`src/rtl/gsm_pkg.sv`:
```
// Shared types and constants of the golden-section minimizer.
`timescale 1ns / 1ps

package gsm_pkg;

  localparam int unsigned MAX_ITER = 64;
  localparam int unsigned ITER_W = 7;
  localparam int unsigned ACC_W = 31;

  localparam logic [31:0] GOLD_Q32 = 32'd2654435769;
  localparam logic signed [32:0] F_COEF = 33'sd327680;

  typedef struct packed {
    logic signed [31:0] lower_bound;
    logic signed [31:0] upper_bound;
  } gsm_in_t;

  typedef struct packed {
    logic signed [31:0] minimum_point;
    logic [ITER_W-1:0] iterations;
    logic hit_limit;
  } gsm_out_t;

  typedef enum logic {
    MUL_STEP = 1'b0,
    MUL_FVAL = 1'b1
  } mul_op_t;

  typedef struct packed {
    logic start;
    mul_op_t op;
    logic [31:0] arg;
  } mul_req_t;

endpackage

```
`src/rtl/gsm_mul.sv`:
```
// Shared multiplier of the minimizer with operand selection and a registered product.
`timescale 1ns / 1ps

module gsm_mul (
  input  logic              clk,
  input  gsm_pkg::mul_req_t req,
  output logic [63:0]       prod
);

  logic signed [32:0] opa;
  logic signed [32:0] opb;
  logic signed [65:0] full;

  always_comb begin
    unique case (req.op)
      gsm_pkg::MUL_STEP: begin
        opa = {1'b0, req.arg};
        opb = {1'b0, gsm_pkg::GOLD_Q32};
      end
      gsm_pkg::MUL_FVAL: begin
        opa = {req.arg[31], req.arg};
        opb = $signed({req.arg[31], req.arg}) - gsm_pkg::F_COEF;
      end
    endcase
  end

  assign full = opa * opb;

  always_ff @(posedge clk) begin
    if (req.start) begin
      prod <= full[63:0];
    end
  end

endmodule

```
`src/rtl/golden_section_minimizer_unit.sv`:
```
// Top level of the golden-section minimizer with its sequencer and datapath.
`timescale 1ns / 1ps

// The block finds the minimum of f(x) = x*x - 5*x on one interval per transfer.
// An input transfer on in_valid/in_ready carries lower_bound and upper_bound in
// signed Q16.16. The block takes a new interval only while its sequencer is idle.
// One result transfer on out_valid/out_ready follows each input transfer and
// carries the midpoint of the final interval, the number of reductions and a
// flag that the iteration limit stopped the search.
// The stop width is written through accuracy_we and accuracy_data; the user
// must write it only while idle, as the block itself does not enforce this.
// Each reduction runs through a compare, a product for the golden step, a
// point update, and the product of f(x) and its store, with both products on
// the single shared multiplier. A new interval can be taken as soon as the
// result sits in the output register, even while the receiver stalls; if the
// receiver still holds the previous result, the sequencer waits before loading
// the next one. Reset clears the sequencer and the output valid and sets the
// stop width to 1.
module golden_section_minimizer_unit (
  input  logic                          clk,
  input  logic                          rst,
  input  logic                          in_valid,
  output logic                          in_ready,
  input  gsm_pkg::gsm_in_t              in_data,
  output logic                          out_valid,
  input  logic                          out_ready,
  output gsm_pkg::gsm_out_t             out_data,
  input  logic                          accuracy_we,
  input  logic [gsm_pkg::ACC_W-1:0]     accuracy_data
);

  typedef enum logic [6:0] {
    S_IDLE   = 7'b0000001,
    S_STEP   = 7'b0000010,
    S_POINT  = 7'b0000100,
    S_FEVAL  = 7'b0001000,
    S_FSTORE = 7'b0010000,
    S_CHECK  = 7'b0100000,
    S_OUT    = 7'b1000000
  } state_t;

  state_t state;

  logic [gsm_pkg::ACC_W-1:0]  accuracy;
  logic signed [31:0]         a;
  logic signed [31:0]         b;
  logic signed [31:0]         x1;
  logic signed [31:0]         x2;
  logic signed [63:0]         f1;
  logic signed [63:0]         f2;
  logic [gsm_pkg::ITER_W-1:0] iter;
  logic                       hit;
  logic                       init;
  logic                       sel;
  logic                       step_neg;

  logic signed [32:0] diff;
  logic [32:0]        diff_neg;
  logic [31:0]        diff_mag;
  logic               width_ok;
  logic signed [32:0] sum;
  logic [31:0]        step_mag;
  logic [31:0]        step_val;
  logic [63:0]        prod;
  logic               out_load;

  gsm_pkg::mul_req_t  mul_req;

  assign diff     = {b[31], b} - {a[31], a};
  assign diff_neg = -diff;
  assign diff_mag = diff[32] ? diff_neg[31:0] : diff[31:0];
  assign width_ok = diff_mag <= {1'b0, accuracy};
  assign sum      = {a[31], a} + {b[31], b};
  assign step_mag = prod[63:32];
  assign step_val = step_neg ? (32'd0 - step_mag) : step_mag;
  assign out_load = (state == S_OUT) && (!out_valid || out_ready);

  always_comb begin
    mul_req.start = (state == S_STEP) || (state == S_FEVAL);
    mul_req.op    = (state == S_STEP) ? gsm_pkg::MUL_STEP : gsm_pkg::MUL_FVAL;
    if (state == S_STEP) begin
      mul_req.arg = diff_mag;
    end else begin
      mul_req.arg = sel ? x2 : x1;
    end
  end

  gsm_mul u_mul (
    .clk  (clk),
    .req  (mul_req),
    .prod (prod)
  );

  assign in_ready = (state == S_IDLE);

  always_ff @(posedge clk) begin
    if (rst) begin
      accuracy <= gsm_pkg::ACC_W'(1);
    end else if (accuracy_we) begin
      accuracy <= accuracy_data;
    end
  end

  always_ff @(posedge clk) begin
    if (rst) begin
      state     <= S_IDLE;
      out_valid <= 1'b0;
      iter      <= '0;
    end else begin
      if (out_load) begin
        out_valid <= 1'b1;
      end else if (out_ready) begin
        out_valid <= 1'b0;
      end
      unique case (state)
        S_IDLE: begin
          if (in_valid) begin
            a     <= in_data.lower_bound;
            b     <= in_data.upper_bound;
            iter  <= '0;
            hit   <= 1'b0;
            init  <= 1'b1;
            sel   <= 1'b0;
            state <= S_STEP;
          end
        end
        S_STEP: begin
          step_neg <= diff[32];
          state    <= S_POINT;
        end
        S_POINT: begin
          if (init) begin
            x1 <= b - step_val;
            x2 <= a + step_val;
          end else if (sel) begin
            x2 <= a + step_val;
          end else begin
            x1 <= b - step_val;
          end
          state <= S_FEVAL;
        end
        S_FEVAL: begin
          state <= S_FSTORE;
        end
        S_FSTORE: begin
          if (sel) begin
            f2 <= prod;
          end else begin
            f1 <= prod;
          end
          if (init && !sel) begin
            sel   <= 1'b1;
            state <= S_FEVAL;
          end else begin
            init  <= 1'b0;
            state <= S_CHECK;
          end
        end
        S_CHECK: begin
          if (width_ok) begin
            state <= S_OUT;
          end else if (iter >= gsm_pkg::ITER_W'(gsm_pkg::MAX_ITER)) begin
            hit   <= 1'b1;
            state <= S_OUT;
          end else begin
            if (f1 >= f2) begin
              f1  <= f2;
              a   <= x1;
              x1  <= x2;
              sel <= 1'b1;
            end else begin
              f2  <= f1;
              b   <= x2;
              x2  <= x1;
              sel <= 1'b0;
            end
            iter  <= iter + 1'b1;
            state <= S_STEP;
          end
        end
        S_OUT: begin
          if (out_load) begin
            out_data.minimum_point <= sum[32:1];
            out_data.iterations    <= iter;
            out_data.hit_limit     <= hit;
            state                  <= S_IDLE;
          end
        end
        default: begin
          state <= S_IDLE;
        end
      endcase
    end
  end

  a_iter_bound: assert property (@(posedge clk) disable iff (rst)
    iter <= gsm_pkg::ITER_W'(gsm_pkg::MAX_ITER))
    else $error("iteration count exceeds its limit");

  a_hit_at_limit: assert property (@(posedge clk) disable iff (rst)
    (out_valid && out_data.hit_limit) |->
      (out_data.iterations == gsm_pkg::ITER_W'(gsm_pkg::MAX_ITER)))
    else $error("limit flag set below the iteration limit");

  a_accept_starts: assert property (@(posedge clk) disable iff (rst)
    (in_valid && in_ready) |=> (state == S_STEP))
    else $error("accepted interval did not start a step");

  a_point_after_step: assert property (@(posedge clk) disable iff (rst)
    (state == S_POINT) |-> ($past(state) == S_STEP))
    else $error("point update without a fresh step product");

endmodule

```
`config.mk`:
```
export PLATFORM = sky130hd
export DESIGN_NAME = golden_section_minimizer_unit
export DESIGN_NICKNAME = d
export VERILOG_FILES = /design/src/rtl/gsm_pkg.sv /design/src/rtl/gsm_mul.sv /design/src/rtl/golden_section_minimizer_unit.sv
export SDC_FILE = /design/constraint.sdc
export NUM_CORES = 2
export LEC_CHECK = 0
export ABC_AREA = 1
export BUFFER_PORTS_ARGS = -buffer_cell sky130_fd_sc_hd__buf_4
export CELL_PAD_IN_SITES_DETAIL_PLACEMENT = 2
export CELL_PAD_IN_SITES_GLOBAL_PLACEMENT = 2
export CORE_ASPECT_RATIO = 1.5
export CORE_UTILIZATION = 41
export DETAILED_ROUTE_END_ITERATION = 10
export PLACE_DENSITY_LB_ADDON = 0.15
export SYNTH_ARGS = -nofsm -noshare
export SYNTH_HDL_FRONTEND = slang
export SYNTH_SLANG_ARGS = --single-unit
```
`constraint.sdc`:
```
create_clock -name clk -period 14 [get_ports clk]
set_clock_uncertainty 0.2 [all_clocks]
set_input_delay 0.7 -clock clk [delete_from_list [all_inputs] [get_ports clk]]
set_output_delay 0.7 -clock clk [all_outputs]
set_load 0.02 [all_outputs]
```
After elaboration in Yosys (flattened, before gate mapping)
Index checks and enable logic that the tools add are counted.
Widths: inputs -> output; s select.
- flip-flop bits (word level): 410
- bits of input ports: 100
- output and inout port bits: 42
- add/subtract/negate cells: 8
- multiply operators: 1
- $lt $le $gt $ge: 3
- eq/ne operators: 20
- multiplexer cells: 57
- bitwise operators: 1
- reduce and logical (&&, ||, !) cells: 25
- operators with widths (cell ; number):
    $mux 32 ; 19
    $mux 64 ; 5
    $pmux 32 s2 ; 4
    $pmux 64 s2 ; 2
    $pmux 33 s2 ; 2
    $ge 64x64->1 ; 1
    $mul 33x33->64 ; 1
    $mux 7 ; 7
    $pmux 7 s7 ; 1
    $add 32x32->33 ; 1
    $sub 32x20->33 const B ; 1
    $sub 32x32->33 ; 1
    $add 32x32->32 ; 1
    $le 32x31->1 ; 1
    $neg 32->32 ; 1
    $sub 1x32->32 const A ; 1
    $sub 32x32->32 ; 1
    $reduce_and 5->1 ; 5
    $ne 2x2->1 const B ; 11
    $reduce_and 6->1 ; 3
    $pmux 7 s2 ; 1
    $mux 1 ; 12
    $reduce_bool 2->1 ; 5
    $reduce_and 4->1 ; 2
    20 further kinds ; 26

Longest topological paths before layout
- depth in word-level cells: 7
- depth in mapped cells: 62
- gate-level depth less buffers: 60

Cells and area by module
Synthesis repeated with hierarchy kept, for this count alone.
- cells, all modules: 8129
- area total of the unflattened synthesis: 66337.4 sq um
- by module, submodules not included (module ; times used ; cells an instance ; area each (sq um) ; sequential area each (sq um)):
    gsm_mul ; 1 ; 4589 ; 40038.4 ; 1921.8
    golden_section_minimizer_unit ; 1 ; 3540 ; 26299.0 ; 9929.5

Worst setup path before layout
Ideal clock, no wire load.
- kind: flip-flop to flip-flop
- from: register a[0]
- to: register u_mul.prod[54], data pin
- setup time: 0.261 ns
- arrival time: 9.912 ns
- setup slack: 3.627 ns
- stages on the path, launching flop included: 51
- path buffers: 3
- clock period less this slack: 10.373 ns
- cells stage by stage: edfxtp_1 > ha_1 > fa_1 > inv_1 > nand3_1 > nand2_2 > nand2_1 > nand2_1 > nand2_1 > nand2_1 > nand3b_1 > nand2_2 > xor2_4 > buf_6 > buf_6 > o21ai_0 > or2_2 > o21ai_1 > (+15 left out) > fa_1 > ha_1 > a21oi_1 > inv_1 > a31oi_1 > a21boi_0 > o21ai_0 > a21boi_0 > inv_1 > nand2_1 > nand2_1 > a21oi_1 > o21ai_0 > nand2_1 > nand2_1 > nand2_1 > nand2_1 > xor2_1
- cells in the longest elaborated chain, start to end: 7
- elaborated cells on any way between the ends: 8
- RTL lines (what ; RTL line ; text):
    start: declaration ; golden_section_minimizer_unit.sv:45 ; logic signed [31:0] a;
    start signal: assignment ; golden_section_minimizer_unit.sv:118 ; a <= in_data.lower_bound;
    $sub 32x32->33 (*) ; golden_section_minimizer_unit.sv:69 ; assign diff = {b[31], b} - {a[31], a};
    $neg 32->32 ; golden_section_minimizer_unit.sv:70 ; assign diff_neg = -diff;
    $mux 32 (*) ; golden_section_minimizer_unit.sv:71 ; assign diff_mag = diff[32] ? diff_neg[31:0] : diff[31:0];
    $mux 32 (*) ; golden_section_minimizer_unit.sv:81 ; if (state == S_STEP) begin
    $sub 32x20->33 ; gsm_mul.sv:22 ; opb = $signed({req.arg[31], req.arg}) - gsm_pkg::F_COEF;
    $pmux 33 s2 ; gsm_mul.sv:15 ; unique case (req.op)
    $mul 33x33->64 (*) ; gsm_mul.sv:27 ; assign full = opa * opb;
    via u_mul.full[54] ; gsm_mul.sv:12 ; logic signed [65:0] full;
    end signal: assignment ; gsm_mul.sv:31 ; prod <= full[63:0];
    end: declaration ; gsm_mul.sv:7 ; output logic [63:0] prod
The timed path passes the listed nets; every way through them passes the cells marked *. The select of a mux whose other input is x is not followed.
A chain may end at the register's enable or synchronous reset.

Final worst setup path
- from: register a[0]
- to: register u_mul.prod[63], data pin
The elaborated chain is that of the path after synthesis.

==> results.sh <==
export IMPL_status="finished, final reports clean"
export IMPL_final_min_clock_period_ns=13.59
export IMPL_syn_area_sq_um=64300
export IMPL_syn_num_nets=9269
export IMPL_wl_per_cell_um=31.7
export IMPL_final_period_utilization=0.971
export IMPL_cts_root_buf="clkbuf_16"
export IMPL_yosysMostFrequentCell="inv_1"
export IMPL_cp_arrival_ns=13.78
export IMPL_setup_tns_ns=0
export IMPL_synth_top_area_share=0.351
export IMPL_ys_seq_area_frac=0.184
export IMPL_cts_made_buffers=45
export IMPL_ys_types=59
export IMPL_final_nets=9376
export IMPL_critical_path_max_stage_delay_ns=1.03
export IMPL_crit_type="reg2reg"
export IMPL_worst_endpoint_required_ns=14.19
export IMPL_fmax_mhz=73.6
export IMPL_critPathLaunchType="flop"
export IMPL_routabilityCongestion=1.02
export IMPL_die_w_um=325
export IMPL_fill_cells=17500
export IMPL_dieHeight_um=487
export IMPL_hold_violations=0
export IMPL_first_pass_iters=5
export IMPL_async_flop_share=0
export IMPL_first_global_vias=64800
export IMPL_hold_class="in2reg"
export IMPL_rows=177
export IMPL_drcViolationCount=0
export IMPL_areaGrowthSynthToFinish_pct=8.68
export IMPL_overflow=0
export IMPL_synth_largest_area_cell="fa_1"
export IMPL_clk_pin_slew_ns=0.07
export IMPL_cts_hold_buffers=0
export IMPL_endpoint_kind="flop"
export IMPL_cp_slowest_cell="fa_1"
export IMPL_coreArea_sq_um=155000
export IMPL_post_dp_hpwl_mm=256
export IMPL_drt_initial_drc_count=3097
export IMPL_portBuffers=141
export IMPL_vias=55300
export IMPL_numClockSinks=410
export IMPL_track_usage=0.397
export IMPL_drv_slew=0
export IMPL_start_util=0.414
export IMPL_grt_max_degree=123
export IMPL_ys_ff_latch=410
export IMPL_setup_viol=0
export IMPL_ios=142
export IMPL_synth_area_leaders="fa_1, edfxtp_1, inv_1"
export IMPL_htreeDepth=2
export IMPL_cap_violations=0
export IMPL_worst_path_max_fanout=25
export IMPL_clk_latency_ns=0.65
export IMPL_via_per_inst=5.64
export IMPL_synth_avg_cell_area_sq_um=8.46
export IMPL_ant_nets=0
export IMPL_worst_path_most_repeated_cell="nand2_1"
export IMPL_worst_pin_slew_ns=1.46
export IMPL_die_area_sq_um=158000
export IMPL_wl_mm=311
export IMPL_rsz0062_at_grt="false"
export IMPL_grt_first_pass_wirelength_mm=447
export IMPL_synth_flop_cell="edfxtp_1"
export IMPL_relSlewSlack=0.0212
export IMPL_yosysWarnings=0
export IMPL_syn_inst=7602
export IMPL_cts_tree="yes"
export IMPL_synth_commonest_cells="inv_1, nand2_1, fa_1, nor2_1, ha_1"
export IMPL_antenna_found_initial=10
export IMPL_clock_path_buffers=3
export IMPL_drive_gt1_frac=0.0616
export IMPL_synth_edf_count=364
[worst max-delay path: cells and delay by family, from the launching register on]
family	cells	cell delay, ns
AO/OA/AOI/OAI	5	1.86
adder cells (fa/ha/maj)	12	6.11
XOR/XNOR	1	0.60
flip-flops	1	0.42
AND/OR/NAND/NOR	19	2.82
buffers and inverters	9	1.25
[per-stage QoR]
step / utilization / hold slack (ns) / setup slack [ns] / cells / instance area (sq um)
final: 0.450 / 0.119 / 0.411 / 9806 / 69900
after global routing: 0.450 / 0.125 / 0.0111 / 9805 / 69900
after CTS: 0.449 / 0.0931 / 0.697 / 9804 / 69900
after detailed placement: 0.440 / 0.224 / 0.739 / 9720 / 68400
after global placement: 0.440 / 0.211 / 1.03 / 9720 / 68400
after floorplan: - / 0.200 / 3.63 / 7602 / 64300
[repair_timing]
item / CTS / global route
setup endpoints to repair: 0 / 12
gates resized for setup: 0 / 1
setup buffers: 0 / 0
[cells in the final DEF (no fill, tap or decap), types with 45 or more instances in the layout]
| cell | count |
|---|---|
| fa_1 | 1126 |
| nand2_1 | 1659 |
| a21oi_1 | 309 |
| xor2_1 | 128 |
| nand4_1 | 56 |
| nor2_1 | 592 |
| clkbuf_16 | 45 |
| ha_1 | 440 |
| nand3_1 | 156 |
| inv_1 | 1756 |
| dfxtp_1 | 46 |
| o211ai_1 | 54 |
| buf_4 | 307 |
| o21ai_0 | 245 |
| xnor2_1 | 46 |
| edfxtp_1 | 364 |
[state kept, by name (all words and copies together), names as in the netlist, 7 cells and up]
signal	cells
f1	64
f2	64
u_mul.prod	64
out_data	40
a	32
b	32
x1	32
x2	32
accuracy	31
iter	7
state	7
[cells by family (layout without fill, tap and decap cells)]
| group | after synthesis | in the layout | synth area share |
|---|---|---|---|
| buf+inv | 2040 | 2184 | 0.121 |
| other cells | 0 | 2 | 0 |
| xor+xnor | 175 | 175 | 0.0241 |
| simple gates | 2581 | 2581 | 0.160 |
| flops | 410 | 410 | 0.184 |
| compound gates | 829 | 829 | 0.0743 |
| fa+ha+maj | 1567 | 1567 | 0.436 |
[metal layers]
layer  vias to the layer above  wire length, um  global-route usage
met1                     29000           102000               0.394
met4                         4            40800               0.419
li1                      23300                -                   -
met2                      1948           153000               0.689
met3                      1106            15300              0.0582
met5                         -               22                   0
[path summary, 6_finish.rpt]
path / start / endpoint / slack [ns] / depth (start not counted)
worst min-delay path: accuracy_data[0] / accuracy[0]$_SDFFE_PP1P_ / 0.12 / 3
worst max-delay path: a[0]$_DFFE_PP_ / u_mul.prod[63]$_DFFE_PP_ / 0.41 / 46
worst max register to register: a[0]$_DFFE_PP_ / u_mul.prod[63]$_DFFE_PP_ / 0.41 / 46
worst min register to register: hit$_DFFE_PP_ / out_data[0]$_DFFE_PP_ / 0.23 / 0
[layout make-up]
type | instances | area [sq um] | share of cell area
inverters | 1791 | 6730 | 0.0964
multi-input cells | 5152 | 44900 | 0.642
clock buffers | 62 | 1220 | 0.0175
flip-flops and latches | 410 | 11900 | 0.170
diodes | 2 | 5.00 | 0.0000716
repair buffers | 309 | 2340 | 0.0335
clock inverters | 22 | 282 | 0.00403
well taps | 2058 | 2570 | 0.0368
Power is not shown: default switching activity piles up to over one toggle a cycle in this logic, so the estimate is an artifact.
